$ cat src/rtl/core/scpd_pkg.sv
// Shared types and constants of the spectrum peak color driver.
`timescale 1ns / 1ps

package scpd_pkg;

  // Field and datapath widths.
  localparam int BAND_W   = 16;
  localparam int BIDX_W   = 7;
  localparam int CFG_W    = 16;
  localparam int LEVEL_W  = 10;
  localparam int SUM_W    = 24;
  localparam int CNT_W    = 8;
  localparam int RATIO_W  = 17;
  localparam int OFFSET_W = 24;
  localparam int CHAN_W   = 8;
  localparam int PROD_W   = LEVEL_W + RATIO_W;
  localparam int DIV_N_W  = 40;
  localparam int DIV_D_W  = 16;

  // Fixed limits of the color and statistics arithmetic.
  localparam logic [LEVEL_W-1:0]  FULL_LEVEL = 10'd1020;
  localparam logic [RATIO_W-1:0]  RATIO_MIN  = 17'd6554;
  localparam logic [RATIO_W-1:0]  RATIO_ONE  = 17'd65536;
  localparam logic [OFFSET_W-1:0] OFFSET_MAX = 24'hFF0000;
  localparam logic [SUM_W-1:0]    SUM_MAX    = 24'hFFFFFF;
  localparam logic [CNT_W-1:0]    COUNT_MAX  = 8'hFF;
  localparam logic [BAND_W-1:0]   AVG_MAX    = 16'hFFFF;
  localparam logic [CHAN_W-1:0]   CHAN_MAX   = 8'hFF;

  // Register reset values.
  localparam logic [CFG_W-1:0] AMP_LIMIT_RST = 16'd32000;
  localparam logic [CFG_W-1:0] DECAY_RST     = 16'd62915;
  localparam logic [CFG_W-1:0] THRESH_RST    = 16'd640;

  // Register indexes on the configuration port.
  localparam logic [1:0] REG_AMP_LIMIT = 2'd0;
  localparam logic [1:0] REG_DECAY     = 2'd1;
  localparam logic [1:0] REG_THRESH    = 2'd2;

  typedef enum logic [3:0] {
    ST_CLEAR,
    ST_IDLE,
    ST_MUL,
    ST_UPD,
    ST_ACC,
    ST_WHEEL,
    ST_DIV_GO,
    ST_DIV_WAIT,
    ST_AMP,
    ST_EMIT
  } state_t;

  typedef enum logic [1:0] {
    DIV_RATIO,
    DIV_OFFSET,
    DIV_AVG
  } div_op_t;

  typedef struct packed {
    logic    clear_wr;
    logic    accept;
    logic    mul;
    logic    upd;
    logic    acc;
    logic    wheel;
    logic    div_start;
    div_op_t div_op;
    logic    div_capture;
    logic    amp_mul;
    logic    emit;
  } dp_cmd_t;

  typedef struct packed {
    logic clear_last;
    logic last_band;
    logic div_done;
    logic out_free;
  } dp_status_t;

endpackage

$ cat src/rtl/core/spectrum_peak_color_driver.sv
// Top level of the spectrum peak color driver: configuration registers and core.
//
// Input channel (in_valid/in_ready): one word per spectrum band, with band_index,
// band_level (Q4.12) and last_band. A band arriving back to back is taken only once
// the last has passed the band store read, decay multiply and write back.
// A band marked last_band closes the frame: the color wheel steps, then the shared
// one-bit-per-cycle divider runs three 40-step divisions (ratio, offset, average)
// before the next band is taken.
// Output channel (out_valid/out_ready): one word per frame with the amplified
// color and this frame's peak and average. The result sits in an output register,
// so the next frame's bands are taken while it waits; only the next frame end
// waits for a stalled receiver.
// Configuration: APB writes at byte addresses 0 (amplitude_limit), 4 (decay_factor)
// and 8 (useful_threshold); the user makes them only while the block is idle, not
// enforced by the block; pready is always high. Reset (rst, synchronous) restores
// register defaults and the color wheel, then a clearing pass zeroes the band
// store; no band is taken until it ends; configuration writes are taken throughout.
`timescale 1ns / 1ps

module spectrum_peak_color_driver #(
  parameter int MAX_BANDS = 128
) (
  input  logic                        clk,
  input  logic                        rst,
  input  logic                        psel,
  input  logic                        penable,
  input  logic                        pwrite,
  input  logic [3:0]                  paddr,
  input  logic [31:0]                 pwdata,
  output logic [31:0]                 prdata,
  output logic                        pready,
  input  logic                        in_valid,
  output logic                        in_ready,
  input  logic [scpd_pkg::BIDX_W-1:0] band_index,
  input  logic [scpd_pkg::BAND_W-1:0] band_level,
  input  logic                        last_band,
  output logic                        out_valid,
  input  logic                        out_ready,
  output logic [scpd_pkg::CHAN_W-1:0] red_out,
  output logic [scpd_pkg::CHAN_W-1:0] green_out,
  output logic [scpd_pkg::CHAN_W-1:0] blue_out,
  output logic [scpd_pkg::BAND_W-1:0] frame_peak_out,
  output logic [scpd_pkg::BAND_W-1:0] frame_average_out
);

  localparam int CFG_W = scpd_pkg::CFG_W;

  logic [CFG_W-1:0]     amplitude_limit;
  logic [CFG_W-1:0]     decay_factor;
  logic [CFG_W-1:0]     useful_threshold;
  logic                 cfg_wr;
  scpd_pkg::dp_cmd_t    cmd;
  scpd_pkg::dp_status_t status;

  assign pready = 1'b1;
  assign cfg_wr = psel && penable && pwrite && pready;

  // Configuration registers.
  always_ff @(posedge clk) begin
    if (rst) begin
      amplitude_limit  <= scpd_pkg::AMP_LIMIT_RST;
      decay_factor     <= scpd_pkg::DECAY_RST;
      useful_threshold <= scpd_pkg::THRESH_RST;
    end else if (cfg_wr) begin
      case (paddr[3:2])
        scpd_pkg::REG_AMP_LIMIT: amplitude_limit  <= pwdata[CFG_W-1:0];
        scpd_pkg::REG_DECAY:     decay_factor     <= pwdata[CFG_W-1:0];
        scpd_pkg::REG_THRESH:    useful_threshold <= pwdata[CFG_W-1:0];
        default: begin
          amplitude_limit <= amplitude_limit;
        end
      endcase
    end
  end

  // Register readback.
  always_comb begin
    case (paddr[3:2])
      scpd_pkg::REG_AMP_LIMIT: prdata = 32'(amplitude_limit);
      scpd_pkg::REG_DECAY:     prdata = 32'(decay_factor);
      scpd_pkg::REG_THRESH:    prdata = 32'(useful_threshold);
      default:                 prdata = '0;
    endcase
  end

  scpd_ctrl u_ctrl (
    .clk      (clk),
    .rst      (rst),
    .in_valid (in_valid),
    .in_ready (in_ready),
    .status   (status),
    .cmd      (cmd)
  );

  scpd_dp #(
    .MAX_BANDS (MAX_BANDS)
  ) u_dp (
    .clk               (clk),
    .rst               (rst),
    .cmd               (cmd),
    .status            (status),
    .band_index        (band_index),
    .band_level        (band_level),
    .last_band         (last_band),
    .amplitude_limit   (amplitude_limit),
    .decay_factor      (decay_factor),
    .useful_threshold  (useful_threshold),
    .out_valid         (out_valid),
    .out_ready         (out_ready),
    .red_out           (red_out),
    .green_out         (green_out),
    .blue_out          (blue_out),
    .frame_peak_out    (frame_peak_out),
    .frame_average_out (frame_average_out)
  );

endmodule

$ cat src/rtl/core/scpd_div.sv
// Restoring divider that produces one quotient bit per cycle.
`timescale 1ns / 1ps

module scpd_div (
  input  logic                         clk,
  input  logic                         rst,
  input  logic                         start,
  input  logic [scpd_pkg::DIV_N_W-1:0] dividend,
  input  logic [scpd_pkg::DIV_D_W-1:0] divisor,
  output logic                         busy,
  output logic                         done,
  output logic [scpd_pkg::DIV_N_W-1:0] quotient
);

  localparam int N_W   = scpd_pkg::DIV_N_W;
  localparam int D_W   = scpd_pkg::DIV_D_W;
  localparam int CNT_B = $clog2(N_W + 1);

  logic [D_W-1:0]   rem;
  logic [D_W-1:0]   div_r;
  logic [CNT_B-1:0] cnt;
  logic [D_W:0]     trial;
  logic             ge;

  // Shift the next dividend bit into the partial remainder and try a subtract.
  always_comb begin
    trial = {rem, quotient[N_W-1]};
    ge    = (trial >= {1'b0, div_r});
  end

  // Control of the iteration count.
  always_ff @(posedge clk) begin
    if (rst) begin
      busy <= 1'b0;
      done <= 1'b0;
      cnt  <= '0;
    end else begin
      done <= busy && (cnt == CNT_B'(1));
      if (start) begin
        busy <= 1'b1;
        cnt  <= CNT_B'(N_W);
      end else if (busy) begin
        cnt <= cnt - CNT_B'(1);
        if (cnt == CNT_B'(1)) begin
          busy <= 1'b0;
        end
      end
    end
  end

  // Remainder and quotient registers; the quotient shifts in from the dividend.
  always_ff @(posedge clk) begin
    if (start) begin
      rem      <= '0;
      div_r    <= divisor;
      quotient <= dividend;
    end else if (busy) begin
      rem      <= ge ? D_W'(trial - {1'b0, div_r}) : trial[D_W-1:0];
      quotient <= {quotient[N_W-2:0], ge};
    end
  end

endmodule

$ cat src/rtl/core/scpd_dp.sv
// Datapath: band store, frame statistics, color wheel, division and scaling.
`timescale 1ns / 1ps

module scpd_dp #(
  parameter int MAX_BANDS = 128
) (
  input  logic                          clk,
  input  logic                          rst,
  input  scpd_pkg::dp_cmd_t             cmd,
  output scpd_pkg::dp_status_t          status,
  input  logic [scpd_pkg::BIDX_W-1:0]   band_index,
  input  logic [scpd_pkg::BAND_W-1:0]   band_level,
  input  logic                          last_band,
  input  logic [scpd_pkg::CFG_W-1:0]    amplitude_limit,
  input  logic [scpd_pkg::CFG_W-1:0]    decay_factor,
  input  logic [scpd_pkg::CFG_W-1:0]    useful_threshold,
  output logic                          out_valid,
  input  logic                          out_ready,
  output logic [scpd_pkg::CHAN_W-1:0]   red_out,
  output logic [scpd_pkg::CHAN_W-1:0]   green_out,
  output logic [scpd_pkg::CHAN_W-1:0]   blue_out,
  output logic [scpd_pkg::BAND_W-1:0]   frame_peak_out,
  output logic [scpd_pkg::BAND_W-1:0]   frame_average_out
);

  localparam int IDX_W    = $clog2(MAX_BANDS);
  localparam int IN_SPAN  = 2 ** scpd_pkg::BIDX_W;
  localparam int BAND_W   = scpd_pkg::BAND_W;
  localparam int LEVEL_W  = scpd_pkg::LEVEL_W;
  localparam int SUM_W    = scpd_pkg::SUM_W;
  localparam int CNT_W    = scpd_pkg::CNT_W;
  localparam int RATIO_W  = scpd_pkg::RATIO_W;
  localparam int OFFSET_W = scpd_pkg::OFFSET_W;
  localparam int PROD_W   = scpd_pkg::PROD_W;
  localparam int CHAN_W   = scpd_pkg::CHAN_W;
  localparam int N_W      = scpd_pkg::DIV_N_W;
  localparam int D_W      = scpd_pkg::DIV_D_W;

  // Table that folds an incoming band number onto the store depth, built by counting.
  function automatic logic [IN_SPAN*IDX_W-1:0] build_fold();
    logic [IN_SPAN*IDX_W-1:0] tab;
    int                       r;
    tab = '0;
    r   = 0;
    for (int i = 0; i < IN_SPAN; i++) begin
      tab[i*IDX_W +: IDX_W] = IDX_W'(r);
      r = (r == MAX_BANDS - 1) ? 0 : r + 1;
    end
    return tab;
  endfunction

  localparam logic [IN_SPAN*IDX_W-1:0] FOLD = build_fold();

  // Scale one color channel, add the peak offset and saturate.
  function automatic logic [CHAN_W-1:0] chan_sat(input logic [PROD_W-1:0]   prod,
                                                 input logic [OFFSET_W-1:0] ofs);
    logic [OFFSET_W:0] v;
    v = (OFFSET_W + 1)'(prod[PROD_W-1:2]) + (OFFSET_W + 1)'(ofs);
    return (v[OFFSET_W:16] > 9'(scpd_pkg::CHAN_MAX)) ? scpd_pkg::CHAN_MAX : v[23:16];
  endfunction

  logic [BAND_W-1:0]   store [MAX_BANDS];
  logic [BAND_W-1:0]   rdata;
  logic [IDX_W-1:0]    in_idx;
  logic [IDX_W-1:0]    idx_r;
  logic [IDX_W-1:0]    clr_addr;
  logic [BAND_W-1:0]   incoming_r;
  logic                last_r;
  logic [2*BAND_W-1:0] dec_prod;
  logic [BAND_W-1:0]   dec;
  logic [BAND_W-1:0]   level;
  logic [20:0]         amp_full;
  logic [BAND_W:0]     amp_scaled;
  logic [BAND_W-1:0]   amp_clip;
  logic [BAND_W-1:0]   amp;

  logic [BAND_W-1:0]   running_peak;
  logic [SUM_W-1:0]    useful_sum;
  logic [CNT_W-1:0]    useful_count;
  logic [SUM_W:0]      sum_add;
  logic [BAND_W-1:0]   held_peak;
  logic [BAND_W-1:0]   held_average;

  logic [LEVEL_W-1:0]  red_level;
  logic [LEVEL_W-1:0]  green_level;
  logic [LEVEL_W-1:0]  blue_level;
  logic [LEVEL_W-1:0]  red_next;
  logic [LEVEL_W-1:0]  green_next;
  logic [LEVEL_W-1:0]  blue_next;

  logic [N_W-1:0]      dividend;
  logic [D_W-1:0]      divisor;
  logic [OFFSET_W-1:0] peak255;
  logic                div_busy;
  logic                div_done;
  logic [N_W-1:0]      quotient;
  logic [RATIO_W-1:0]  ratio;
  logic [OFFSET_W-1:0] offset;
  logic [BAND_W-1:0]   avg;

  logic [PROD_W-1:0]   red_prod;
  logic [PROD_W-1:0]   green_prod;
  logic [PROD_W-1:0]   blue_prod;

  assign in_idx = FOLD[int'(band_index)*IDX_W +: IDX_W];

  // Capture the accepted word.
  always_ff @(posedge clk) begin
    if (cmd.accept) begin
      idx_r      <= in_idx;
      incoming_r <= band_level;
      last_r     <= last_band;
    end
  end

  // Clearing pass address after reset.
  always_ff @(posedge clk) begin
    if (rst) begin
      clr_addr <= '0;
    end else if (cmd.clear_wr) begin
      clr_addr <= clr_addr + IDX_W'(1);
    end
  end

  // Band store: one write port, one registered read port.
  always_ff @(posedge clk) begin
    if (cmd.clear_wr) begin
      store[clr_addr] <= '0;
    end else if (cmd.upd) begin
      store[idx_r] <= level;
    end
    if (cmd.accept) begin
      rdata <= store[in_idx];
    end
  end

  // Decay of the stored level.
  assign dec_prod = (2*BAND_W)'(rdata) * (2*BAND_W)'(decay_factor);

  always_ff @(posedge clk) begin
    if (cmd.mul) begin
      dec <= dec_prod[2*BAND_W-1:BAND_W];
    end
  end

  // New level, amplitude scaling by 100 into Q10.6 and clipping.
  always_comb begin
    level      = (incoming_r > dec) ? incoming_r : dec;
    amp_full   = 21'(level) * 21'd25;
    amp_scaled = amp_full[20:4];
    amp_clip   = (amp_scaled > {1'b0, amplitude_limit}) ? amplitude_limit
                                                        : amp_scaled[BAND_W-1:0];
  end

  always_ff @(posedge clk) begin
    if (cmd.upd) begin
      amp <= amp_clip;
    end
  end

  // Frame statistics: peak, useful sum and count, and the values held for next frame.
  assign sum_add = {1'b0, useful_sum} + (SUM_W + 1)'(amp);

  always_ff @(posedge clk) begin
    if (rst) begin
      running_peak <= '0;
      useful_sum   <= '0;
      useful_count <= '0;
      held_peak    <= '0;
      held_average <= '0;
    end else if (cmd.emit) begin
      held_peak    <= running_peak;
      held_average <= avg;
      running_peak <= '0;
      useful_sum   <= '0;
      useful_count <= '0;
    end else if (cmd.acc) begin
      if (amp > running_peak) begin
        running_peak <= amp;
      end
      if (amp > useful_threshold) begin
        useful_sum <= sum_add[SUM_W] ? scpd_pkg::SUM_MAX : sum_add[SUM_W-1:0];
        if (useful_count != scpd_pkg::COUNT_MAX) begin
          useful_count <= useful_count + CNT_W'(1);
        end
      end
    end
  end

  // Six-phase color wheel step.
  always_comb begin
    red_next   = red_level;
    green_next = green_level;
    blue_next  = blue_level;
    if (red_level >= scpd_pkg::FULL_LEVEL && green_level < scpd_pkg::FULL_LEVEL &&
        blue_level == '0) begin
      green_next = green_level + LEVEL_W'(1);
    end else if (red_level != '0 && green_level >= scpd_pkg::FULL_LEVEL &&
                 blue_level == '0) begin
      red_next = red_level - LEVEL_W'(1);
    end else if (green_level >= scpd_pkg::FULL_LEVEL &&
                 blue_level < scpd_pkg::FULL_LEVEL) begin
      blue_next = blue_level + LEVEL_W'(1);
    end else if (green_level != '0 && blue_level >= scpd_pkg::FULL_LEVEL) begin
      green_next = green_level - LEVEL_W'(1);
    end else if (red_level < scpd_pkg::FULL_LEVEL && green_level == '0 &&
                 blue_level >= scpd_pkg::FULL_LEVEL) begin
      red_next = red_level + LEVEL_W'(1);
    end else if (red_level >= scpd_pkg::FULL_LEVEL && green_level == '0 &&
                 blue_level != '0) begin
      blue_next = blue_level - LEVEL_W'(1);
    end
  end

  always_ff @(posedge clk) begin
    if (rst) begin
      red_level   <= scpd_pkg::FULL_LEVEL;
      green_level <= '0;
      blue_level  <= '0;
    end else if (cmd.wheel) begin
      red_level   <= red_next;
      green_level <= green_next;
      blue_level  <= blue_next;
    end
  end

  // Operand selection for the shared divider.
  assign peak255 = {held_peak, 8'b0} - OFFSET_W'(held_peak);

  always_comb begin
    case (cmd.div_op)
      scpd_pkg::DIV_RATIO: begin
        dividend = N_W'({held_average, 18'b0});
        divisor  = amplitude_limit;
      end
      scpd_pkg::DIV_OFFSET: begin
        dividend = {peak255, 16'b0};
        divisor  = amplitude_limit;
      end
      scpd_pkg::DIV_AVG: begin
        dividend = N_W'(useful_sum);
        divisor  = D_W'(useful_count);
      end
      default: begin
        dividend = '0;
        divisor  = '0;
      end
    endcase
  end

  scpd_div u_div (
    .clk      (clk),
    .rst      (rst),
    .start    (cmd.div_start),
    .dividend (dividend),
    .divisor  (divisor),
    .busy     (div_busy),
    .done     (div_done),
    .quotient (quotient)
  );

  // Clamp and keep each quotient. A zero divisor gives all ones: full scale, but avg is 0.
  always_ff @(posedge clk) begin
    if (cmd.div_capture) begin
      case (cmd.div_op)
        scpd_pkg::DIV_RATIO: begin
          if (quotient > N_W'(scpd_pkg::RATIO_ONE)) begin
            ratio <= scpd_pkg::RATIO_ONE;
          end else if (quotient < N_W'(scpd_pkg::RATIO_MIN)) begin
            ratio <= scpd_pkg::RATIO_MIN;
          end else begin
            ratio <= quotient[RATIO_W-1:0];
          end
        end
        scpd_pkg::DIV_OFFSET: begin
          offset <= (quotient > N_W'(scpd_pkg::OFFSET_MAX)) ? scpd_pkg::OFFSET_MAX
                                                            : quotient[OFFSET_W-1:0];
        end
        default: begin
          if (useful_count == '0) begin
            avg <= '0;
          end else if (quotient > N_W'(scpd_pkg::AVG_MAX)) begin
            avg <= scpd_pkg::AVG_MAX;
          end else begin
            avg <= quotient[BAND_W-1:0];
          end
        end
      endcase
    end
  end

  // Scale the color levels by the ratio.
  always_ff @(posedge clk) begin
    if (cmd.amp_mul) begin
      red_prod   <= PROD_W'(red_level) * PROD_W'(ratio);
      green_prod <= PROD_W'(green_level) * PROD_W'(ratio);
      blue_prod  <= PROD_W'(blue_level) * PROD_W'(ratio);
    end
  end

  // Output register.
  always_ff @(posedge clk) begin
    if (rst) begin
      out_valid <= 1'b0;
    end else if (cmd.emit) begin
      out_valid <= 1'b1;
    end else if (out_ready) begin
      out_valid <= 1'b0;
    end
  end

  always_ff @(posedge clk) begin
    if (cmd.emit) begin
      red_out           <= chan_sat(red_prod, offset);
      green_out         <= chan_sat(green_prod, offset);
      blue_out          <= chan_sat(blue_prod, offset);
      frame_peak_out    <= running_peak;
      frame_average_out <= avg;
    end
  end

  // Status back to the controller.
  always_comb begin
    status.clear_last = (clr_addr == IDX_W'(MAX_BANDS - 1));
    status.last_band  = last_r;
    status.div_done   = div_done;
    status.out_free   = !out_valid || out_ready;
  end

  // A result is loaded only into a free output register, and shows next cycle.
  a_emit_free: assert property (@(posedge clk) disable iff (rst)
    cmd.emit |-> (!out_valid || out_ready))
    else $error("result loaded over a waiting word");

  a_emit_shows: assert property (@(posedge clk) disable iff (rst)
    cmd.emit |=> out_valid)
    else $error("loaded result not presented");

  // No band enters while the divider is running.
  a_no_accept_div: assert property (@(posedge clk) disable iff (rst)
    cmd.accept |-> !div_busy)
    else $error("band accepted during frame division");

  // The captured ratio stays within 0.1 .. 1.0.
  a_ratio_range: assert property (@(posedge clk) disable iff (rst)
    (cmd.div_capture && cmd.div_op == scpd_pkg::DIV_RATIO) |=>
      (ratio >= scpd_pkg::RATIO_MIN && ratio <= scpd_pkg::RATIO_ONE))
    else $error("ratio out of range");

endmodule

$ cat src/rtl/core/scpd_ctrl.sv
// Controller state machine: band sequencing, clearing pass and end-of-frame steps.
`timescale 1ns / 1ps

module scpd_ctrl (
  input  logic                 clk,
  input  logic                 rst,
  input  logic                 in_valid,
  output logic                 in_ready,
  input  scpd_pkg::dp_status_t status,
  output scpd_pkg::dp_cmd_t    cmd
);

  scpd_pkg::state_t  state;
  scpd_pkg::state_t  state_next;
  scpd_pkg::div_op_t div_op;
  scpd_pkg::div_op_t div_op_next;

  // State registers.
  always_ff @(posedge clk) begin
    if (rst) begin
      state  <= scpd_pkg::ST_CLEAR;
      div_op <= scpd_pkg::DIV_RATIO;
    end else begin
      state  <= state_next;
      div_op <= div_op_next;
    end
  end

  // Next state.
  always_comb begin
    state_next  = state;
    div_op_next = div_op;
    case (state)
      scpd_pkg::ST_CLEAR: begin
        if (status.clear_last) begin
          state_next = scpd_pkg::ST_IDLE;
        end
      end
      scpd_pkg::ST_IDLE: begin
        if (in_valid) begin
          state_next = scpd_pkg::ST_MUL;
        end
      end
      scpd_pkg::ST_MUL: begin
        state_next = scpd_pkg::ST_UPD;
      end
      scpd_pkg::ST_UPD: begin
        state_next = scpd_pkg::ST_ACC;
      end
      scpd_pkg::ST_ACC: begin
        if (status.last_band) begin
          state_next = scpd_pkg::ST_WHEEL;
        end else if (in_valid) begin
          state_next = scpd_pkg::ST_MUL;
        end else begin
          state_next = scpd_pkg::ST_IDLE;
        end
      end
      scpd_pkg::ST_WHEEL: begin
        state_next  = scpd_pkg::ST_DIV_GO;
        div_op_next = scpd_pkg::DIV_RATIO;
      end
      scpd_pkg::ST_DIV_GO: begin
        state_next = scpd_pkg::ST_DIV_WAIT;
      end
      scpd_pkg::ST_DIV_WAIT: begin
        if (status.div_done) begin
          case (div_op)
            scpd_pkg::DIV_RATIO: begin
              div_op_next = scpd_pkg::DIV_OFFSET;
              state_next  = scpd_pkg::ST_DIV_GO;
            end
            scpd_pkg::DIV_OFFSET: begin
              div_op_next = scpd_pkg::DIV_AVG;
              state_next  = scpd_pkg::ST_DIV_GO;
            end
            default: begin
              state_next = scpd_pkg::ST_AMP;
            end
          endcase
        end
      end
      scpd_pkg::ST_AMP: begin
        state_next = scpd_pkg::ST_EMIT;
      end
      scpd_pkg::ST_EMIT: begin
        if (status.out_free) begin
          state_next = scpd_pkg::ST_IDLE;
        end
      end
      default: begin
        state_next = scpd_pkg::ST_IDLE;
      end
    endcase
  end

  // Commands to the datapath.
  always_comb begin
    cmd        = '0;
    cmd.div_op = div_op;
    in_ready   = 1'b0;
    case (state)
      scpd_pkg::ST_CLEAR:    cmd.clear_wr = 1'b1;
      scpd_pkg::ST_IDLE:     in_ready = 1'b1;
      scpd_pkg::ST_MUL:      cmd.mul = 1'b1;
      scpd_pkg::ST_UPD:      cmd.upd = 1'b1;
      scpd_pkg::ST_ACC: begin
        cmd.acc  = 1'b1;
        in_ready = !status.last_band;
      end
      scpd_pkg::ST_WHEEL:    cmd.wheel = 1'b1;
      scpd_pkg::ST_DIV_GO:   cmd.div_start = 1'b1;
      scpd_pkg::ST_DIV_WAIT: cmd.div_capture = status.div_done;
      scpd_pkg::ST_AMP:      cmd.amp_mul = 1'b1;
      scpd_pkg::ST_EMIT:     cmd.emit = status.out_free;
      default: begin
        in_ready = 1'b0;
      end
    endcase
    cmd.accept = in_valid && in_ready;
  end

endmodule
$ cat config.mk
export PLATFORM = sky130hd
export DESIGN_NAME = spectrum_peak_color_driver
export DESIGN_NICKNAME = d
export VERILOG_FILES = /design/src/rtl/core/scpd_pkg.sv /design/src/rtl/core/spectrum_peak_color_driver.sv /design/src/rtl/core/scpd_div.sv /design/src/rtl/core/scpd_dp.sv /design/src/rtl/core/scpd_ctrl.sv
export SDC_FILE = /design/constraint.sdc
export NUM_CORES = 2
export LEC_CHECK = 0
export BUFFER_PORTS_ARGS = -buffer_cell sky130_fd_sc_hd__buf_4
export CORE_MARGIN = 10
export CORE_UTILIZATION = 45
export CTS_BUF_LIST = sky130_fd_sc_hd__clkbuf_4
export CTS_CLUSTER_DIAMETER = 60
export DETAILED_ROUTE_END_ITERATION = 16
export SKIP_CTS_REPAIR_TIMING = 1
export SKIP_LAST_GASP = 1
export SYNTH_ARGS = -nofsm -noshare
export SYNTH_HDL_FRONTEND = slang
export SYNTH_SLANG_ARGS = --single-unit
export TNS_END_PERCENT = 100
$ cat constraint.sdc
create_clock -name clk -period 6.8 [get_ports clk]
set_input_delay 0.34 -clock clk [delete_from_list [all_inputs] [get_ports clk]]
set_output_delay 0.34 -clock clk [all_outputs]
set_load 0.005 [all_outputs]
==> summary.md <==
| Metric | Value |
|---|---|
| Largest area contributor in the netlist | edfxtp_1 |
| WL final | 330 mm |
| Comb power frac | 0.451 |
| Hpwl dp | 215 mm |
| Setup TNS | -4.01 ns |
| Gr usage total | 0.210 |
| H-tree levels | 6 |
| I/O pin cnt | 158 |
| Clock tree sinks | 2560 |
| Initial DRC Count | 6365 |
| Min-Delay Path Class | in2reg |
| Max Clock Freq | 141 MHz |
| Core ar. | 0.288 sq mm |
| Initial Util | 0.451 |
| Top-area cell type share of the netlist area | 0.547 |
| Final Skew | 0.202 ns |
| Port Buffers | 122 |
| Max_cap viols | 0 |
| Pre-antenna DRT Iters | 6 |
| Die height | 557 um |
| Post-synth EDFFs | 2364 |
| Seq pwr share | 0.330 |
| Sequential area share after synthesis | 0.577 |
| Mapped Area | 0.130 sq mm |
| Leak | 54.4 nW |
| WP buf/inv | 5 |
| Final Wtd Congestion | 0.861 |
| Latest clock arrival within the worst-skew pair | 1.41 ns |
| Max transition margin | 0.184 |
| Share of cells above drive strength 1 | 0.243 |
| Largest stage delay on the critical path | 0.51 ns |
| Final setup violation count | 16 |
| Residual DRC | 0 |
| Post-layout min period | 7.10 ns |
| RSZ-0062 raised after global routing | yes |
| Post-route ant nets | 0 |
| Clock network power share | 0.219 |
| #FFs+latches synth | 2560 |
| Max VDD drop | 1.06 mV |
| Avg Cell Area, Syn | 15.1 sq um |
| Nets | 10600 |
| PwrDens | 395 mW/mm^2 |
| GR Overflow Total | 0 |
| Utilization after layout | 0.512 |
| Slew Viols, Final | 0 |
| Post-synth ARST share | 0 |
| Final Cycle Share | 1.04 |
| Vias | 76600 |
| CTS tree | built |
| Via/cell ratio | 5.59 |
| Required time worst endpoint | 7.81 ns |
| Crit path kind | reg2reg |
| Total CTS buffers | 659 |
| Post-Synthesis Cells | 8576 |
| Die area | 0.310 sq mm |
| Worst-path fanout max | 8 |
| CTS max path bufs | 4 |
| Largest cells by area after synthesis | edfxtp_1 (55%), mux4_2 (12%), fa_1 (8.7%) |
| Largest net degree at the start of global routing | 129 |
| YS warnings | 0 |
| Cell Int Power | 0.0378 W |
| Vias in the first global route | 80100 |
| First-pass GRT wire length | 497 mm |
| Slowest cell on the critical path | fa_1 |
| Area grow syn2layout | 13.3% |
| Total net switching power | 0.0203 W |
| Critical path capture point type | flop |
| Clock root buffer | clkbuf_4 |
| WL per Instance | 24.1 um |
| Clock-pin slew on the worst setup and hold paths | 0.06 ns |
| Die Width | 557 um |
| Cell Rows | 197 |
| Failing checks | negative setup slack |
| Final WS setup | -0.300 ns |
| CP arrival | 8.11 ns |
| Count of different cell masters after synthesis | 74 |
| Most frequent CP cell | o21a_1 |
| Slew @ Worst Pin | 1.22 ns |
| CP Launch Type | flop |
| Predominant post-synthesis flop cell | edfxtp_1 |
| Fin. Hold Viols | 0 |
| Largest delay share family, worst path | compound AO/OA/AOI/OAI gates |
| Switching portion of total power | 0.349 |
| Initial antenna violation count | 21 |
| Outcome | finished, violations left |
-- synth_stat cells (34+ instances only) --
| master | n |
|---|---|
| fa_1 | 563 |
| xor2_1 | 60 |
| nor2b_1 | 34 |
| nand3_1 | 95 |
| mux2i_1 | 96 |
| o21a_1 | 65 |
| a21oi_1 | 261 |
| a211oi_1 | 35 |
| edfxtp_1 | 2364 |
| xnor2_1 | 136 |
| a21o_1 | 89 |
| buf_1 | 40 |
| mux2_2 | 39 |
| nor3_1 | 52 |
| dfxtp_1 | 196 |
| clkbuf_1 | 304 |
| buf_2 | 49 |
| nand2_1 | 880 |
| inv_1 | 736 |
| o21ai_0 | 160 |
| ha_1 | 538 |
| nor2_1 | 334 |
| and2_1 | 354 |
| nand4_1 | 41 |
| mux4_2 | 672 |
-- flip-flops by register name (all words and copies together), names as in the netlist, 17 cells and up --
name,flops
u_dp.offset,24
u_dp.blue_prod,25
u_dp.store,2048
u_dp.ratio,17
u_dp.green_prod,25
u_dp.u_div.quotient,40
u_dp.red_prod,25
u_dp.useful_sum,24
-- layout make-up --
| class | instances | area (sq um) |
|---|---|---|
| fill | 24100 | 141000 |
| sequential | 2560 | 74900 |
| multi-input combinational | 4873 | 51200 |
| clock buffer | 942 | 7070 |
| timing repair buffer | 649 | 5510 |
| tap | 3781 | 4730 |
| inverter | 738 | 2770 |
| clock inverter | 149 | 897 |
| antenna | 10 | 25.0 |
-- power groups by stage --
stage,clock [W],combinational (W),sequential (W)
2_1_floorplan,0,0.0155,0.0194
6_report,0.0127,0.0262,0.0191
5_1_grt,0.0140,0.0290,0.0192
3_5_place_dp,0,0.0236,0.0195
4_1_cts,0.0131,0.0238,0.0191
3_3_place_gp,0,0.0235,0.0194
-- metrics by stage --
step	worst slack, ns	cell area (sq um)	hold slack, ns	total power, W	cells
after floorplan	-0.0264	130000	0.426	0.0349	8591
after global placement	-0.391	138000	0.447	0.0429	12500
after detailed placement	-0.448	138000	0.444	0.0431	12500
after CTS	-0.459	146000	-0.924	0.0561	13600
after global routing	-0.606	147000	0.0110	0.0622	13700
final	-0.300	147000	0.0845	0.0581	13700
-- routing by layer --
layer  global-route usage  wire [um]  part of all wire  vias up
li1                     -          -                 -    33700
met1                0.279     137000              0.41    39500
met2                0.350     161000              0.49     2713
met3               0.0372      21100             0.064      608
met4               0.0717      11000             0.033       14
met5                    0         98           0.00030        -
-- worst paths after layout --
path                                                   end           from  slack [ns]  cells after the start
worst min-delay path                         u_dp.idx_r[5]  band_index[5]        0.08                      2
worst max register to register                u_dp.amp[10]    u_dp.dec[1]       -0.30                     33
worst max-delay path                          u_dp.amp[10]    u_dp.dec[1]       -0.30                     33
worst min register to register  u_dp.frame_average_out[13]   u_dp.avg[13]        0.46                      0
-- cell families (layout without fill, tap and decap cells) --
| family | after synthesis | in the layout | synth area share |
|---|---|---|---|
| xor+xnor | 196 | 196 | 0.0132 |
| simple gates | 1947 | 1948 | 0.0695 |
| fa+ha+maj | 1101 | 1101 | 0.139 |
| mux | 817 | 817 | 0.128 |
| flops | 2560 | 2560 | 0.577 |
| other cells | 2 | 27 | 0.0000579 |
| buf+inv | 1159 | 2478 | 0.0348 |
| compound gates | 794 | 794 | 0.0385 |
-- placed cells by master, fill, tap and decap left out, types with 98 or more instances in the layout --
| master | n |
|---|---|
| nor2_1 | 300 |
| fa_1 | 562 |
| edfxtp_1 | 2364 |
| ha_1 | 520 |
| xnor2_1 | 133 |
| and2_1 | 352 |
| buf_4 | 514 |
| clkbuf_4 | 942 |
| dlygate4sd3_1 | 98 |
| dfxtp_1 | 193 |
| a21oi_1 | 254 |
| inv_1 | 729 |
| nand2_1 | 880 |
| mux4_2 | 672 |
| o21ai_0 | 158 |
No activity file was read; power rests on OpenSTA's default activity.
